[src/gtg_pkg.sv]
// Shared types and constants of the go-to-goal controller.
// No dependencies.
package gtg_pkg;

    localparam int DATA_WIDTH = 16;
    localparam int HEAD_WIDTH = 16;
    localparam int GUARD = 10;
    localparam int TABLE_LEN = 24;
    localparam int ANG_WIDTH = 33;
    localparam logic signed [ANG_WIDTH-1:0] ANG_PI = 33'sd1686629713;
    localparam logic signed [ANG_WIDTH-1:0] ANG_HALF_PI = 33'sd843314857;

    localparam logic [2:0] REG_GOAL_X = 3'd0;
    localparam logic [2:0] REG_GOAL_Y = 3'd1;
    localparam logic [2:0] REG_LIN_GAIN = 3'd2;
    localparam logic [2:0] REG_ANG_GAIN = 3'd3;
    localparam logic [2:0] REG_DIST_LIM = 3'd4;

    typedef struct packed {
        logic signed [DATA_WIDTH-1:0] pose_x;
        logic signed [DATA_WIDTH-1:0] pose_y;
        logic signed [HEAD_WIDTH-1:0] heading;
    } pose_t;

    typedef struct packed {
        logic signed [DATA_WIDTH-1:0] linear_speed;
        logic signed [DATA_WIDTH-1:0] turn_rate;
    } cmd_t;

    typedef struct packed {
        logic signed [DATA_WIDTH-1:0] goal_x;
        logic signed [DATA_WIDTH-1:0] goal_y;
        logic [DATA_WIDTH-1:0] linear_gain;
        logic [DATA_WIDTH-1:0] angular_gain;
        logic [DATA_WIDTH-2:0] distance_limit;
    } cfg_t;

    function automatic logic signed [ANG_WIDTH-1:0] atan_entry(input int i);
        logic signed [ANG_WIDTH-1:0] r;
        case (i)
            0: r = 33'sd421657428;
            1: r = 33'sd248918915;
            2: r = 33'sd131521918;
            3: r = 33'sd66762579;
            4: r = 33'sd33510843;
            5: r = 33'sd16771758;
            6: r = 33'sd8387925;
            7: r = 33'sd4194219;
            8: r = 33'sd2097141;
            9: r = 33'sd1048575;
            default: r = ANG_WIDTH'(64'sd1 <<< (29 - i));
        endcase
        return r;
    endfunction

    function automatic logic [31:0] gain_comp(input int n);
        logic [31:0] c;
        case (n)
            0: c = 32'd1073741824;
            1: c = 32'd536870912;
            2: c = 32'd429496730;
            3: c = 32'd404232217;
            4: c = 32'd398013260;
            5: c = 32'd396464571;
            6: c = 32'd396077777;
            7: c = 32'd395981102;
            8: c = 32'd395956935;
            9: c = 32'd395950894;
            10: c = 32'd395949384;
            11: c = 32'd395949007;
            12: c = 32'd395948913;
            13: c = 32'd395948890;
            14: c = 32'd395948885;
            default: c = 32'd395948884;
        endcase
        return c;
    endfunction

endpackage

[src/gtg_scale.sv]
// Gain compensation, distance clamp and gain scaling with saturation.
// Depends on gtg_pkg.
module gtg_scale #(
    parameter int DATA_WIDTH = 16,
    parameter int CORDIC_STAGES = 14
) (
    input  logic clk,
    input  logic rst_n,
    input  logic in_valid,
    input  logic signed [DATA_WIDTH+13:0] mag,
    input  logic signed [gtg_pkg::ANG_WIDTH-1:0] bearing,
    input  logic [DATA_WIDTH-1:0] linear_gain,
    input  logic [DATA_WIDTH-1:0] angular_gain,
    input  logic [DATA_WIDTH-2:0] distance_limit,
    output logic out_valid,
    output gtg_pkg::cmd_t result
);
    import gtg_pkg::*;

    localparam int NS = (CORDIC_STAGES > TABLE_LEN) ? TABLE_LEN : CORDIC_STAGES;
    localparam int XW = DATA_WIDTH + GUARD + 4;
    localparam logic [31:0] COMP = gain_comp(NS);
    localparam int MAGW = ANG_WIDTH - 1;
    localparam int PW = XW + 31;
    localparam int DW = PW - 30;
    localparam int LPW = DW + DATA_WIDTH;
    localparam int APW = MAGW + DATA_WIDTH;

    logic v1_reg, v2_reg, v3_reg, v4_reg;
    logic [PW-1:0] prod_reg;
    logic [MAGW-1:0] amag1_reg, amag2_reg;
    logic neg1_reg, neg2_reg, neg3_reg;
    logic [DATA_WIDTH-2:0] dist_reg;
    logic [LPW-1:0] lprod_reg;
    logic [APW-1:0] aprod_reg;
    cmd_t res_reg;

    logic [XW-2:0] xv;
    logic [DW-1:0] d_full, d_rnd;
    logic [DATA_WIDTH-2:0] d_next;
    logic [LPW-1:0] l_sh;
    logic [APW-1:0] a_sh;
    logic [DATA_WIDTH-1:0] lin_next, tr_next;
    logic [DATA_WIDTH-1:0] smax;

    assign smax = {1'b0, {(DATA_WIDTH-1){1'b1}}};
    assign xv = mag[XW-1] ? '0 : mag[XW-2:0];

    always_comb
    begin
        d_full = DW'(prod_reg >> 30);
        d_rnd = (d_full + DW'(1 << (GUARD - 1))) >> GUARD;
        if (d_rnd > DW'(distance_limit))
            d_next = distance_limit;
        else
            d_next = d_rnd[DATA_WIDTH-2:0];
    end

    always_comb
    begin
        l_sh = (lprod_reg + LPW'(2048)) >> 12;
        a_sh = (aprod_reg + (APW'(1) << 29)) >> 30;
        lin_next = (l_sh > LPW'(smax)) ? smax : l_sh[DATA_WIDTH-1:0];
        if (neg3_reg)
        begin
            if (a_sh > APW'(smax) + APW'(1))
                tr_next = {1'b1, {(DATA_WIDTH-1){1'b0}}};
            else
                tr_next = -a_sh[DATA_WIDTH-1:0];
        end
        else
            tr_next = (a_sh > APW'(smax)) ? smax : a_sh[DATA_WIDTH-1:0];
    end

    always_ff @(posedge clk or negedge rst_n)
    begin
        if (!rst_n)
        begin
            v1_reg <= 1'b0;
            v2_reg <= 1'b0;
            v3_reg <= 1'b0;
            v4_reg <= 1'b0;
        end
        else
        begin
            v1_reg <= in_valid;
            v2_reg <= v1_reg;
            v3_reg <= v2_reg;
            v4_reg <= v3_reg;
        end
    end

    always_ff @(posedge clk)
    begin
        prod_reg  <= PW'(xv) * PW'(COMP);
        neg1_reg  <= bearing[ANG_WIDTH-1];
        amag1_reg <= bearing[ANG_WIDTH-1] ? MAGW'(-bearing) : bearing[MAGW-1:0];
        dist_reg  <= d_next;
        neg2_reg  <= neg1_reg;
        amag2_reg <= amag1_reg;
        lprod_reg <= LPW'(dist_reg) * LPW'(linear_gain);
        aprod_reg <= APW'(amag2_reg) * APW'(angular_gain);
        neg3_reg  <= neg2_reg;
        res_reg.linear_speed <= lin_next;
        res_reg.turn_rate <= tr_next;
    end

    assign out_valid = v4_reg;
    assign result = res_reg;
endmodule

[config.mk]
export PLATFORM = sky130hd
export DESIGN_NAME = gtg_scale
export DESIGN_NICKNAME = d
export VERILOG_FILES = /design/src/gtg_pkg.sv /design/src/gtg_scale.sv
export SDC_FILE = /design/constraint.sdc
export NUM_CORES = 2
export LEC_CHECK = 0
export BUFFER_PORTS_ARGS = -buffer_cell sky130_fd_sc_hd__buf_4
export CORE_ASPECT_RATIO = 0.7
export CORE_MARGIN = 2
export CORE_UTILIZATION = 55
export CTS_CLUSTER_DIAMETER = 30
export DETAILED_ROUTE_END_ITERATION = 12
export PLACE_DENSITY_LB_ADDON = 0.1
export SYNTH_ARGS = -nofsm -noshare
export SYNTH_HDL_FRONTEND = slang
export SYNTH_SLANG_ARGS = --single-unit
[constraint.sdc]
create_clock -name clk -period 6.86 [get_ports clk]
set_input_delay 2.058 -clock clk [delete_from_list [all_inputs] [get_ports clk]]
set_output_delay 2.058 -clock clk [all_outputs]
set_load 0.02 [all_outputs]
==> impl_metrics.env <==
export IMPL_num_rows=87
export IMPL_status="finished, violations left"
export IMPL_synth_xor_area_share_pct=3.42
export IMPL_dieArea_um2=83900
export IMPL_grt_start_max_net_pins=34
export IMPL_required_ps=7260
export IMPL_drc_errors=0
export IMPL_final_max_slew_viol_count=0
export IMPL_grt_first_pass_wirelength_mm=204
export IMPL_syn_instance_count=4836
export IMPL_io_pins=146
export IMPL_clk_pin_slew_ps=90
export IMPL_final_common_cell="inv_1"
export IMPL_cts_tree="built"
export IMPL_first_global_vias=36500
export IMPL_cts_hold_buf=0
export IMPL_synth_main_ff_cell="dfxtp_1"
export IMPL_clock_fmax_mhz=124
export IMPL_synth_warnings=0
export IMPL_fin_hold_ws_ps=325
export IMPL_nFillCells=6265
export IMPL_grt_overflow=0
export IMPL_netlist_area_um2=44800
export IMPL_worstSetupPathType="in2reg"
export IMPL_drv_cap=0
export IMPL_diodes=0
export IMPL_violations="setup timing"
export IMPL_vias=34500
export IMPL_ant_nets=0
export IMPL_finClkSkew_ps=22.1
export IMPL_multi_input_area_um2=38600
export IMPL_cts_sink_count=176
export IMPL_gp_congestion=0.961
export IMPL_yosys_area_share_simple_pct=13.0
export IMPL_finalHoldViolCount=0
export IMPL_mostFrequentLayoutCells="inv_1, fa_1, buf_4"
export IMPL_hpwl_mm=109
export IMPL_htree_levels=4
export IMPL_totalWireLength_mm=129
export IMPL_drt_pass1_iterations=5
export IMPL_ctsLongestPathBuffers=2
export IMPL_critPathArrivalTime_ps=8470
export IMPL_crit_path_end_kind="flip-flop"
export IMPL_setup_violations=38
export IMPL_synth_distinct_cells=68
export IMPL_slew_headroom_pct=27.4
export IMPL_seq_area_frac_synth_pct=7.90
export IMPL_rsz0062_at_grt="true"
export IMPL_clkLatencyLatePin_ps=510
export IMPL_synthArstFlopShare_pct=2.27
export IMPL_cts_made_buffers=17
export IMPL_cts_root_buffer_cell="clkbuf_16"
export IMPL_post_synth_cell_area_avg_um2=9.27
export IMPL_synth_edf_count=0
export IMPL_register_area_um2=3540
export IMPL_core_area_um2=80700
export IMPL_post_route_period_util_pct=118
export IMPL_setup_slack_ps=-1220
export IMPL_port_buffers=145
export IMPL_die_x_um=345
export IMPL_die_h_um=243
export IMPL_worstMarginPinSlew_ps=1090
export IMPL_synth_adder_area_share_pct=58.6
export IMPL_syn_to_final_growth_pct=25.6
export IMPL_drive_above_1_share_pct=25.3
export IMPL_synth_mux_area_share_pct=0.469
export IMPL_synth_compound_area_share_pct=5.13
export IMPL_avgViaCountPerCell=5.21
export IMPL_start_util_pct=55.6
export IMPL_layout_nets=7200
export IMPL_synth_nets=6481
export IMPL_grtUsageTotal_pct=31.6
export IMPL_period_needed_ps=8080
export IMPL_hp_class="reg2reg"
export IMPL_avgRoutedWirePerCell_um=19.5
export IMPL_synth_seq_cells=176
export IMPL_antenna_found_initial=1
export IMPL_drt_initial_drc_count=2280
export IMPL_synth_top_family_by_area="adder cells"
export IMPL_cp_start_kind="input port"
export IMPL_critPathMaxFanout=11
metrics by stage:
step           std cells  setup TNS [ps]  setup slack, ps  cell area (um2)  util (%)
2_1_floorplan       4836          -31660            -1640            46300         -
3_3_place_gp        6500          -60580            -2050            52300      64.9
3_5_place_dp        6500          -63330            -2140            52300      64.9
4_1_cts             6611          -22450            -1160            55000      68.2
5_1_grt             6636          -33210            -1420            56300      69.8
6_report            6636          -25350            -1220            56300      69.8
layout make-up:
type | instances | area share, %
clock inverter | 15 | 0.364
sequential | 176 | 6.29
multi-input combinational | 3292 | 68.6
timing repair buffer | 850 | 13.4
inverter | 1218 | 8.21
tap | 1068 | 2.37
clock buffer | 17 | 0.755
critical path, cell delays in order:
cell,delay [ps]
buf_16,130
buf_8,150
buf_4,170
nor2b_2,150
and2_1,160
inv_1,50
fa_1,410
inv_1,120
fa_1,460
fa_2,670
fa_1,460
fa_1,570
fa_1,460
ha_4,270
ha_4,270
nand4_1,220
nor4_4,360
nand4_1,230
a211oi_4,330
nor4_4,110
o31ai_2,260
a21o_1,210
a21oi_2,70
xnor2_1,130
kinds of logic (layout without fill, tap and decap cells):
| group | count (synthesis) | count (layout) |
|---|---|---|
| AO/OA/AOI/OAI | 356 | 356 |
| buffers and inverters | 1368 | 2100 |
| AND/OR/NAND/NOR | 1209 | 1209 |
| XOR/XNOR | 175 | 175 |
| other | 1 | 1 |
| flip-flops | 176 | 176 |
| multiplexers | 19 | 19 |
| adder cells (fa/ha/maj) | 1532 | 1532 |
metal layers:
metal  track usage (%)  wire [um]  vias up
met3              7.55      10700      160
met1              46.9      60100    17300
li1                  -          -    16000
met2              46.6      55100     1126
met4              8.04       3260        0
met5                 0          0        -
synth_stat cells (12+ instances only):
library cell,n,area [um2]
a21oi_1,107,536
and3_1,12,75.1
or3_1,13,81.3
o21a_1,12,90.1
nand4_1,37,231
and2_1,281,1760
xnor2_1,114,998
nand3_1,38,190
nor2b_1,44,275
dfxtp_1,172,3440
mux2_2,16,180
ha_1,583,7290
fa_1,949,19000
nor3_1,21,105
nor2_1,88,330
nand2_1,605,2270
o21ai_0,68,340
inv_1,1218,4570
nand2b_1,26,163
o21bai_1,14,105
xor2_1,61,534
a22oi_1,13,97.6
a21o_1,58,435
clkbuf_1,143,537
what timing repair did:
action                     in CTS  in global routing
buffers inserted               82                 37
setup endpoints to repair      47                 53
pin swaps                     187                202
cloned                          6                  1
resized for setup             320                291
worst paths after layout:
path | cells past startpoint | to | slack, ps | startpoint
worst max-delay path | 24 | prod_reg[49] | -1220 | mag[29]
worst min-delay path | 0 | amag2_reg[17] | 330 | amag1_reg[17]
worst max register to register | 24 | aprod_reg[44] | 450 | amag2_reg[23]
worst min register to register | 0 | amag2_reg[17] | 330 | amag1_reg[17]
max in group asynchronous | 1 | out_valid | 5420 | rst_n
min in group asynchronous | 1 | v1_reg | 1340 | rst_n
Power is not shown: default switching activity piles up to over one toggle a cycle in this logic, so the estimate is an artifact.
