--- src/gtg_pkg.sv ---
// Shared types and constants of the go-to-goal controller.
// No dependencies.
package gtg_pkg;

    localparam int DATA_WIDTH = 16;
    localparam int HEAD_WIDTH = 16;
    localparam int GUARD = 10;
    localparam int TABLE_LEN = 24;
    localparam int ANG_WIDTH = 33;
    localparam logic signed [ANG_WIDTH-1:0] ANG_PI = 33'sd1686629713;
    localparam logic signed [ANG_WIDTH-1:0] ANG_HALF_PI = 33'sd843314857;

    localparam logic [2:0] REG_GOAL_X = 3'd0;
    localparam logic [2:0] REG_GOAL_Y = 3'd1;
    localparam logic [2:0] REG_LIN_GAIN = 3'd2;
    localparam logic [2:0] REG_ANG_GAIN = 3'd3;
    localparam logic [2:0] REG_DIST_LIM = 3'd4;

    typedef struct packed {
        logic signed [DATA_WIDTH-1:0] pose_x;
        logic signed [DATA_WIDTH-1:0] pose_y;
        logic signed [HEAD_WIDTH-1:0] heading;
    } pose_t;

    typedef struct packed {
        logic signed [DATA_WIDTH-1:0] linear_speed;
        logic signed [DATA_WIDTH-1:0] turn_rate;
    } cmd_t;

    typedef struct packed {
        logic signed [DATA_WIDTH-1:0] goal_x;
        logic signed [DATA_WIDTH-1:0] goal_y;
        logic [DATA_WIDTH-1:0] linear_gain;
        logic [DATA_WIDTH-1:0] angular_gain;
        logic [DATA_WIDTH-2:0] distance_limit;
    } cfg_t;

    function automatic logic signed [ANG_WIDTH-1:0] atan_entry(input int i);
        logic signed [ANG_WIDTH-1:0] r;
        case (i)
            0: r = 33'sd421657428;
            1: r = 33'sd248918915;
            2: r = 33'sd131521918;
            3: r = 33'sd66762579;
            4: r = 33'sd33510843;
            5: r = 33'sd16771758;
            6: r = 33'sd8387925;
            7: r = 33'sd4194219;
            8: r = 33'sd2097141;
            9: r = 33'sd1048575;
            default: r = ANG_WIDTH'(64'sd1 <<< (29 - i));
        endcase
        return r;
    endfunction

    function automatic logic [31:0] gain_comp(input int n);
        logic [31:0] c;
        case (n)
            0: c = 32'd1073741824;
            1: c = 32'd536870912;
            2: c = 32'd429496730;
            3: c = 32'd404232217;
            4: c = 32'd398013260;
            5: c = 32'd396464571;
            6: c = 32'd396077777;
            7: c = 32'd395981102;
            8: c = 32'd395956935;
            9: c = 32'd395950894;
            10: c = 32'd395949384;
            11: c = 32'd395949007;
            12: c = 32'd395948913;
            13: c = 32'd395948890;
            14: c = 32'd395948885;
            default: c = 32'd395948884;
        endcase
        return c;
    endfunction

endpackage

--- src/gtg_regs.sv ---
// APB register file of the go-to-goal controller.
// Depends on gtg_pkg.
module gtg_regs #(
    parameter int DATA_WIDTH = 16
) (
    input  logic        clk,
    input  logic        rst_n,
    input  logic        psel,
    input  logic        penable,
    input  logic        pwrite,
    input  logic [4:0]  paddr,
    input  logic [31:0] pwdata,
    output logic [31:0] prdata,
    output logic        pready,
    output logic signed [DATA_WIDTH-1:0] goal_x,
    output logic signed [DATA_WIDTH-1:0] goal_y,
    output logic [DATA_WIDTH-1:0] linear_gain,
    output logic [DATA_WIDTH-1:0] angular_gain,
    output logic [DATA_WIDTH-2:0] distance_limit
);
    import gtg_pkg::*;

    logic signed [DATA_WIDTH-1:0] goal_x_reg, goal_y_reg;
    logic [DATA_WIDTH-1:0] lin_gain_reg, ang_gain_reg;
    logic [DATA_WIDTH-2:0] dist_lim_reg;
    logic [2:0] idx;
    logic wr_en;

    assign idx = paddr[4:2];
    assign wr_en = psel && penable && pwrite;
    assign pready = 1'b1;

    always_ff @(posedge clk or negedge rst_n)
    begin
        if (!rst_n)
        begin
            goal_x_reg   <= '0;
            goal_y_reg   <= '0;
            lin_gain_reg <= DATA_WIDTH'(6144);
            ang_gain_reg <= DATA_WIDTH'(16384);
            dist_lim_reg <= (DATA_WIDTH-1)'(4096);
        end
        else if (wr_en)
        begin
            unique case (idx)
                REG_GOAL_X:   goal_x_reg   <= pwdata[DATA_WIDTH-1:0];
                REG_GOAL_Y:   goal_y_reg   <= pwdata[DATA_WIDTH-1:0];
                REG_LIN_GAIN: lin_gain_reg <= pwdata[DATA_WIDTH-1:0];
                REG_ANG_GAIN: ang_gain_reg <= pwdata[DATA_WIDTH-1:0];
                REG_DIST_LIM: dist_lim_reg <= pwdata[DATA_WIDTH-2:0];
                default: ;
            endcase
        end
    end

    always_comb
    begin
        prdata = '0;
        unique case (idx)
            REG_GOAL_X:   prdata = 32'(unsigned'(goal_x_reg));
            REG_GOAL_Y:   prdata = 32'(unsigned'(goal_y_reg));
            REG_LIN_GAIN: prdata = 32'(lin_gain_reg);
            REG_ANG_GAIN: prdata = 32'(ang_gain_reg);
            REG_DIST_LIM: prdata = 32'(dist_lim_reg);
            default:      prdata = '0;
        endcase
    end

    assign goal_x = goal_x_reg;
    assign goal_y = goal_y_reg;
    assign linear_gain = lin_gain_reg;
    assign angular_gain = ang_gain_reg;
    assign distance_limit = dist_lim_reg;
endmodule

--- config.mk ---
export PLATFORM = sky130hd
export DESIGN_NAME = gtg_regs
export DESIGN_NICKNAME = d
export VERILOG_FILES = /design/src/gtg_pkg.sv /design/src/gtg_regs.sv
export SDC_FILE = /design/constraint.sdc
export NUM_CORES = 1
export LEC_CHECK = 0
export BUFFER_PORTS_ARGS = -buffer_cell sky130_fd_sc_hd__buf_4
export CELL_PAD_IN_SITES_DETAIL_PLACEMENT = 1
export CELL_PAD_IN_SITES_GLOBAL_PLACEMENT = 1
export CORE_MARGIN = 8
export CORE_UTILIZATION = 38
export DETAILED_ROUTE_END_ITERATION = 16
export GPL_ROUTABILITY_DRIVEN = 0
export PLACE_DENSITY_LB_ADDON = 0.05
export SETUP_SLACK_MARGIN = 0.15
export SLEW_MARGIN = 20
export SYNTH_ARGS = -nofsm -noshare
export SYNTH_HDL_FRONTEND = slang
export SYNTH_SLANG_ARGS = --single-unit
--- constraint.sdc ---
create_clock -name clk -period 1.9 [get_ports clk]
set_clock_uncertainty 0.15 [all_clocks]
set_input_delay 0.19 -clock clk [delete_from_list [all_inputs] [get_ports clk]]
set_output_delay 0.19 -clock clk [all_outputs]
set_load 0.005 [all_outputs]
==> results of run 1 <==
area by class of cell:
type	instances	area, µm²	area share, %
flip-flops and latches	79	1980	34.6
multi-input cells	172	1720	30.0
clock inverters	6	109	1.90
well taps	133	166	2.91
repair buffers	200	1620	28.2
inverters	1	3.75	0.0655
clock buffers	10	128	2.23
power groups by stage:
stage,sequential [mW],combinational [mW],clock (mW)
detailed placement,2.34,1.38,0
CTS,2.27,1.63,1.52
global placement,2.33,1.35,0
floorplan,2.30,0.539,0
global route,2.33,1.90,1.59
finish,2.28,1.75,1.49
how the worst min path moves through the flow:
stage          slack [ns]  depth (start not counted)                 end
2_1_floorplan       -0.26                          0     angular_gain[0]
3_3_place_gp        -0.07                          1          goal_x[10]
3_5_place_dp        -0.06                          1          goal_x[10]
4_1_cts              0.13                          2          goal_x[10]
5_1_grt              0.13                          2   distance_limit[6]
6_report             0.12                          2  distance_limit[10]
per-stage QoR:
stage          hold slack (ns)  cell area [µm²]  worst slack, ns  setup TNS (ns)
3_5_place_dp           -0.0648             4920            0.121               0
5_1_grt                  0.129             5730          -0.0198         -0.0198
6_report                 0.124             5730           0.0539               0
2_1_floorplan           -0.256             3850            0.311               0
4_1_cts                  0.128             5540           0.0773               0
3_3_place_gp           -0.0664             4920            0.147               0
critical path, cell delays in order (launching register included):
cell and delay, ns:
dfrtp_1 0.38, mux4_2 0.47, and2b_1 0.20, buf_6 0.12
layer usage:
metal  track usage [%]  vias up  share of wire [%]
li1                  -     1352                  -
met1              24.2     1559                 43
met2              32.0       95                 50
met3              4.06        5                6.1
met4              4.15        0               0.61
met5                 0        -                  0
what timing repair did:
item	in CTS	in global routing
setup buffers	26	15
hold buffers	17	0
setup endpoints to repair	14	16
pin swaps	4	11
hold endpoints to repair	156	0
resized for setup	15	18
gates cloned	0	0
cells in the final DEF, fill, tap and decap left out, types with 2 or more instances in the layout:
master | synthesis | routed
buf_4 | 19 | 175
dfrtp_1 | 75 | 75
mux2_2 | 84 | 71
mux2_4 | 10 | 23
conb_1 | 2 | 17
dlygate4sd3_1 | 0 | 17
a22oi_1 | 14 | 14
o21ai_1 | 2 | 14
a32oi_1 | 14 | 11
clkbuf_8 | 0 | 9
buf_12 | 1 | 5
dfstp_2 | 4 | 4
a32oi_2 | 0 | 3
bufinv_16 | 0 | 3
buf_6 | 2 | 3
nor2_2 | 1 | 2
nor2b_2 | 1 | 2
nand2_1 | 2 | 2
and2b_1 | 2 | 2
clkinv_2 | 0 | 2
cells by family after synthesis:
| logic type | Yosys count | share of synthesized area [%] |
|---|---|---|
| muxes | 96 | 29.8 |
| AOI/OAI and AO/OA | 42 | 7.85 |
| other | 2 | 0.198 |
| DFF | 79 | 52.3 |
| buffers and inverters | 34 | 6.27 |
| and+or+nand+nor | 17 | 3.63 |
==> flow_metrics.py, run 1 <==
metrics = {
    "logic_synthesis": {
        "synthArstFlopShare_pct": 100,
        "yosysTopAreaCell": "dfrtp_1",
        "post-synth-top-count-cell": "mux2_2",
        "ys_ff_latch": 79,
        "yosysTopAreaCellShare_pct": 49.5,
        "yosysWarnings": 0,
        "avgSynthCellArea_um2": 14.0,
        "synth-edff-count": 0,
        "synthDistinctLibCells": 29,
        "yosys-top-cells-area": "dfrtp_1 (50%), mux2_2 (25%), mux2_4 (4.0%)",
        "netlist_area_um2": 3790,
        "syn_inst": 270,
        "synth_flop_cell": "dfrtp_1",
        "synth_seq_area_share_pct": 52.3,
        "ys_top_cells_by_count": "mux2_2 (84), dfrtp_1 (75), buf_4 (19), a22oi_1 (14), a32oi_1 (14)",
    },
    "timing": {
        "setup_viol": 0,
        "rsz0062_at_grt": "yes",
        "finalCriticalPeriod_ns": 1.85,
        "period_share_pct": 97.2,
        "max_clock_freq_mhz": 542,
        "hold_violations": 0,
        "maxSlewViolCount": 0,
    },
    "route": {
        "wire_per_inst_um": 21.0,
        "via_per_inst": 5.01,
        "drt_first_pass_iters": 4,
        "vias": 3011,
        "drt_iter0_markers": 94,
        "wl_mm": 12.6,
        "drc": 0,
        "final_antenna_net_count": 0,
    },
    "place": {
        "hpwlAfterDp_mm": 8.63,
        "io_buffer_count": 118,
        "dp.cells": 527,
    },
    "power": {
        "comb_power_share_pct": 31.7,
        "p_leak_nw": 2.86,
        "switching_share_pct": 26.9,
        "p_per_area_nw_per_um2": 965,
        "intPower_mw": 4.04,
        "ir_worst_vdd_mv": 0.427,
        "pwr-share-clk_pct": 27.0,
        "power_mw": 5.52,
        "switchingPower_mw": 1.49,
        "seqPwrFrac_pct": 41.3,
    },
    "critical_path": {
        "required_ns": 1.56,
        "reg2reg_depth": 3,
        "r2r_slack_ns": 0.73,
        "r2r_end": "linear_gain[9]",
        "cp-start-kind": "flop",
        "setup.worst_path.start": "angular_gain[15]",
        "worstPathMaxFanout": 2,
        "endpoint": "prdata[15]",
        "crit_path_end_kind": "output pin",
        "worstSetupPathType": "flop to output pin",
        "r2r-start": "linear_gain[9]",
        "worstPathArrival_ns": 1.51,
    },
    "grt": {
        "grt_pass1_wl_mm": 19.4,
        "grt_pass1_vias": 3401,
        "gr-total-overflow": 0,
        "grt_max_degree": 42,
        "grt_usage_pct": 19.0,
        "antenna_found_initial": 0,
    },
    "clock_network": {
        "clk_pin_slew_ns": 0.08,
        "cts_tree": "done",
        "cts-root-buf": "clkbuf_8",
        "clkSinkCount": 79,
        "clock_latency_ns": 0.34,
        "htreeDepth": 3,
        "clock_path_buffers": 2,
        "cts_buffers": 9,
    },
    "floorplan": {
        "num_io_pins": 154,
        "start_util_pct": 39.0,
        "die_width_um": 116,
        "die_height_um": 116,
        "design.die.area_um2": 13400,
        "rows": 36,
        "core_area_um2": 9730,
    },
    "cells_and_area": {
        "nets": 505,
        "area.growth.synth_to_final_pct": 51.1,
        "diodes": 0,
        "drive_gt1_share_pct": 66.0,
        "fillers": 1003,
        "post-route-util_pct": 58.9,
        "fin_cells": 601,
    },
    "min_path": {
        "hp-class": "primary input to async pin",
    },
    "run": {
        "drv_cap": 0,
    },
    "status": {
        "status": "finished, final reports clean",
    },
}
No activity file was read; power rests on OpenSTA's default activity.
==> inputs of run 2 (changes only) <==
--- a/config.mk
+++ b/config.mk
@@ -13,6 +13,7 @@
 export DETAILED_ROUTE_END_ITERATION = 16
 export GPL_ROUTABILITY_DRIVEN = 0
 export PLACE_DENSITY_LB_ADDON = 0.05
+export REMOVE_ABC_BUFFERS = 1
 export SETUP_SLACK_MARGIN = 0.15
 export SLEW_MARGIN = 20
 export SYNTH_ARGS = -nofsm -noshare
==> run 2 against run 1 <==
Effect of this change:
- sequential share of layout area is 0.76 points higher
- maximum frequency up 1.1%
- wire length grew 0.59%
- combinational power about the same
- largest cell class unchanged
- worst setup slack improved by 0.020 ns
- critical path depth unchanged
- register-to-register slack worse by 0.12 ns
- die area unchanged
==> flow_metrics.py, run 2 (same netlist as run 1, synthesis figures left out) <==
metrics = {
    "critical_path": {
        "required_ns": 1.56,
        "worst-path-stages": 3,
        "cp-start-kind": "flop",
        "cp_slowest_cell": "mux4_2",
        "path_delay_family": "multiplexers",
        "crit_path_end_kind": "output pin",
        "r2r_slack_ns": 0.61,
        "critical_path.max_stage_delay_ns": 0.47,
        "reg2reg_depth": 4,
        "crit_chain": "mux4_2 > and2b_1 > buf_6",
        "worstPathArrival_ns": 1.49,
        "worstSetupPathType": "flop to output pin",
        "worst-path-buf-inv": 1,
        "worstPathMaxFanout": 2,
    },
    "min_path": {
        "hp-class": "primary input to async pin",
    },
    "clock_network": {
        "clk_pin_slew_ns": 0.09,
        "htreeDepth": 3,
        "cts_tree": "done",
        "clock_path_buffers": 2,
        "cts-root-buf": "clkbuf_8",
        "cts_buffers": 9,
        "clock_latency_ns": 0.34,
        "clkSinkCount": 79,
    },
    "cells_and_area": {
        "nets": 509,
        "final_cell_mix": "buf_4 (183), mux2_2 (79), dfrtp_1 (75)",
        "fillers": 1056,
        "post-route-util_pct": 57.6,
        "multi_input_area_um2": 1660,
        "layout_commonest_cell": "buf_4",
        "area.growth.synth_to_final_pct": 47.8,
        "register_area_um2": 1980,
        "diodes": 0,
        "drive_gt1_share_pct": 65.3,
    },
    "timing": {
        "max_clock_freq_mhz": 548,
        "hold_violations": 0,
        "period_share_pct": 96.1,
        "finalCriticalPeriod_ns": 1.83,
        "tns_ns": 0,
        "maxSlewViolCount": 0,
        "rsz0062_at_grt": "yes",
        "setup_ws_ns": 0.0740,
        "setup_viol": 0,
    },
    "route": {
        "wl_mm": 12.7,
        "drt_first_pass_iters": 4,
        "final_antenna_net_count": 0,
        "via_per_inst": 5.02,
        "drc": 0,
        "vias": 3040,
        "drt_iter0_markers": 116,
        "wire_per_inst_um": 21.0,
    },
    "power": {
        "power_mw": 5.17,
        "p_per_area_nw_per_um2": 922,
        "ir_worst_vdd_mv": 0.461,
        "p_leak_nw": 2.80,
    },
    "floorplan": {
        "core_area_um2": 9730,
        "num_io_pins": 154,
        "design.die.area_um2": 13400,
        "start_util_pct": 39.0,
        "die_width_um": 116,
        "die_height_um": 116,
        "rows": 36,
    },
    "grt": {
        "grt_pass1_vias": 3267,
        "grt_pass1_wl_mm": 18.9,
        "grt_usage_pct": 18.7,
        "gr-total-overflow": 0,
        "grt_max_degree": 34,
        "antenna_found_initial": 0,
    },
    "place": {
        "io_buffer_count": 118,
        "hpwlAfterDp_mm": 8.83,
        "preCtsSetupSlack_ns": 0.126,
    },
    "status": {
        "status": "finished, final reports clean",
    },
    "run": {
        "drv_cap": 0,
    },
}
run 2: changes by cell type in the layout (fill, tap and decap cells not counted), sizes merged:
cell	change
bufinv	-3
inv	+1
clkbuf	+1
buf	+4
clkinv	-1
clkinvlp	+2
run 2: what timing repair did:
| action | CTS | global route |
|---|---|---|
| buffers inserted | 28 | 14 |
| setup endpoints to repair | 15 | 16 |
| endpoints found under the hold margin | 109 | 0 |
| gates resized for setup | 11 | 9 |
| hold buffers | 17 | 0 |
| pin swaps | 3 | 12 |
run 2: metrics by stage:
step	instances	area [µm²]	hold slack [ns]
global route	605	5600	0.209
detailed placement	530	4900	0.0145
finish	605	5600	0.180
floorplan	252	3610	-0.256
global placement	530	4900	0.0172
CTS	591	5470	0.189
run 2: layout make-up:
cell class	instances	share of cell area [%]
multi-input combinational	172	29.7
clock inverter	5	0.737
sequential	79	35.4
clock buffer	11	2.52
inverter	1	0.0670
timing repair buffer	204	28.7
tap	133	2.97
run 2: per-layer routing:
layer | track usage [%] | part of all wire [%]
met5 | 0 | 0
met1 | 23.6 | 43
met3 | 5.37 | 8.4
met4 | 5.19 | 0.83
met2 | 30.4 | 48
run 2: path summary, 6_finish.rpt:
kind | from | end
worst max-delay path | angular_gain[15] | prdata[15]
worst min-delay path | rst_n | goal_x[9]
worst max register to register | linear_gain[6] | linear_gain[6]
worst min register to register | linear_gain[13] | linear_gain[13]
max in group asynchronous | rst_n | distance_limit[12]
min in group clk | paddr[2] | goal_x[3]
run 2: power by group:
part	total (mW)	switching [mW]	internal, mW
Combinational	1.73	0.612	1.12
Clock	1.17	0.647	0.521
Sequential	2.27	0.247	2.02
Total	5.17	1.51	3.66
==> inputs of run 3 (changes only) <==
--- a/config.mk
+++ b/config.mk
@@ -5,12 +5,12 @@
 export SDC_FILE = /design/constraint.sdc
 export NUM_CORES = 1
 export LEC_CHECK = 0
-export BUFFER_PORTS_ARGS = -buffer_cell sky130_fd_sc_hd__buf_4
 export CELL_PAD_IN_SITES_DETAIL_PLACEMENT = 1
 export CELL_PAD_IN_SITES_GLOBAL_PLACEMENT = 1
 export CORE_MARGIN = 8
-export CORE_UTILIZATION = 38
+export CORE_UTILIZATION = 40
 export DETAILED_ROUTE_END_ITERATION = 16
+export DONT_BUFFER_PORTS = 1
 export GPL_ROUTABILITY_DRIVEN = 0
 export PLACE_DENSITY_LB_ADDON = 0.05
 export REMOVE_ABC_BUFFERS = 1
==> run 3 against run 2 <==
Effect of this change:
- largest power group unchanged
- highest routed layer unchanged
- clock power grew 24%
- critical path type unchanged
- global-route usage is 1.4 points lower
- largest cell class unchanged
- die area is 4.3% lower
- non-clock buffer count shrank 171
- sequential share of layout area increased by 10 points
- critical path depth is 1 lower
- the flow now finishes with violations (negative hold slack)
- critical endpoint unchanged
==> flow_metrics.py, run 3 (same netlist as run 1, synthesis figures left out) <==
metrics = {
    "status": {
        "status": "finished with violations",
        "violations": "negative hold slack",
    },
    "power": {
        "p_leak_nw": 1.94,
        "ir_worst_vdd_mv": 0.524,
        "p_per_area_nw_per_um2": 1030,
    },
    "route": {
        "vias": 2366,
        "final_antenna_net_count": 0,
        "wl_mm": 10.9,
        "wire_per_inst_um": 25.3,
        "drt_first_pass_iters": 4,
        "via_per_inst": 5.50,
        "wl_met2_mm": 5.26,
        "top_layer": "met4",
        "drt_iter0_markers": 80,
        "drc": 0,
        "wl_met3_mm": 1.04,
        "wl_met1_mm": 4.48,
    },
    "cells_and_area": {
        "drive_gt1_share_pct": 47.5,
        "area.growth.synth_to_final_pct": 14.5,
        "layout_commonest_cell": "mux2_2",
        "fin_cells": 430,
        "stdcell_area_um2": 4340,
        "nets": 338,
        "diodes": 0,
        "final_cell_mix": "mux2_2 (84), dfrtp_1 (74), conb_1 (17)",
        "post-route-util_pct": 47.0,
    },
    "critical_path": {
        "worstPathMaxFanout": 3,
        "critical_path.max_stage_delay_ns": 0.47,
        "worstSetupPathType": "flop to output pin",
        "worstPathArrival_ns": 1.43,
        "cp_slowest_cell": "mux4_2",
        "crit_chain": "mux4_2 > and2b_1",
        "required_ns": 1.56,
        "crit_path_end_kind": "output pin",
        "cp-start-kind": "flop",
    },
    "min_path": {
        "hp-class": "primary input to async pin",
    },
    "grt": {
        "grt_usage_pct": 17.3,
        "gr-total-overflow": 0,
        "grt_pass1_vias": 2587,
        "grt_pass1_wl_mm": 16.6,
        "grt_max_degree": 80,
        "antenna_found_initial": 0,
    },
    "floorplan": {
        "die_width_um": 113,
        "design.die.area_um2": 12800,
        "core_area_um2": 9240,
        "rows": 35,
        "num_io_pins": 154,
        "start_util_pct": 41.0,
        "die_height_um": 113,
    },
    "run": {
        "drv_cap": 0,
    },
    "timing": {
        "period_share_pct": 93.2,
        "rsz0062_at_grt": "yes",
        "setup_ws_ns": 0.129,
        "setup_viol": 0,
        "maxSlewViolCount": 0,
        "hold_violations": 79,
        "finalCriticalPeriod_ns": 1.77,
        "hold_slack_ns": -0.627,
        "tns_ns": 0,
        "max_clock_freq_mhz": 565,
    },
    "place": {
        "io_buffer_count": 0,
        "hpwlAfterDp_mm": 7.36,
        "preCtsSetupSlack_ns": 0.292,
        "dpl_cell_area_um2": 3920,
        "dp.cells": 398,
    },
    "clock_network": {
        "ctsHoldBuffers": 16,
        "cts-root-buf": "clkbuf_8",
        "clk_pin_slew_ns": 0.09,
        "cts_tree": "done",
        "cts_buffers": 9,
        "post_cts.repair.setup_buffers": 0,
        "clkSinkCount": 79,
        "clock_latency_ns": 0.34,
        "htreeDepth": 3,
        "clock_path_buffers": 2,
    },
}
==> run 3: where the power goes <==
group          total, mW  internal [mW]  leakage, nW  switching (mW)
clock               1.45          0.810        0.112           0.640
combinational      0.642          0.414        0.825           0.228
sequential          2.39           2.02        0.999           0.370
total               4.48           3.25         1.94            1.24
==> run 3: metal layers <==
metal	vias to the layer above	GRT usage, %
li1	1020	-
met1	1241	20.4
met2	96	28.2
met3	9	7.24
met4	0	4.88
met5	-	0
==> run 3: stage by stage <==
stage | hold WS [ns] | total power, mW
final | -0.627 | 4.48
after global routing | -0.656 | 4.72
after CTS | -0.642 | 4.53
after detailed placement | -0.253 | 3.04
after global placement | -0.253 | 3.01
after floorplan | -0.256 | 2.79
==> run 3: worst paths after layout <==
path,start,to,slack [ns],cells after the start
max,goal_x[15],prdata[15],0.13,2
min,rst_n,angular_gain[8],-0.63,0
max reg2reg,goal_x[0],goal_x[0],0.91,1
min reg2reg,angular_gain[10],angular_gain[10],0.41,1
max in group asynchronous,rst_n,linear_gain[11],2.01,0
min in group clk,paddr[2],linear_gain[7],0.11,3
==> run 3: what timing repair did <==
action                     CTS  global route
pin swaps                    0             5
hold endpoints to repair   158            79
gates resized for setup      0            14
setup endpoints to repair    1            12
==> run 3: critical path: cells and delay by family, from the launching register on <==
family,cells,cell delay [ns]
flops,1,0.43
mux,1,0.47
simple gates,1,0.18
==> run 3: area by class of cell <==
cell class	instances	area, µm²
Multi-Input combinational cell	172	1660
Clock inverter	5	80.1
Inverter	1	3.75
Clock buffer	11	151
Tap cell	129	161
Sequential cell	79	1980
Timing Repair Buffer	33	300
Fill cell	931	4900
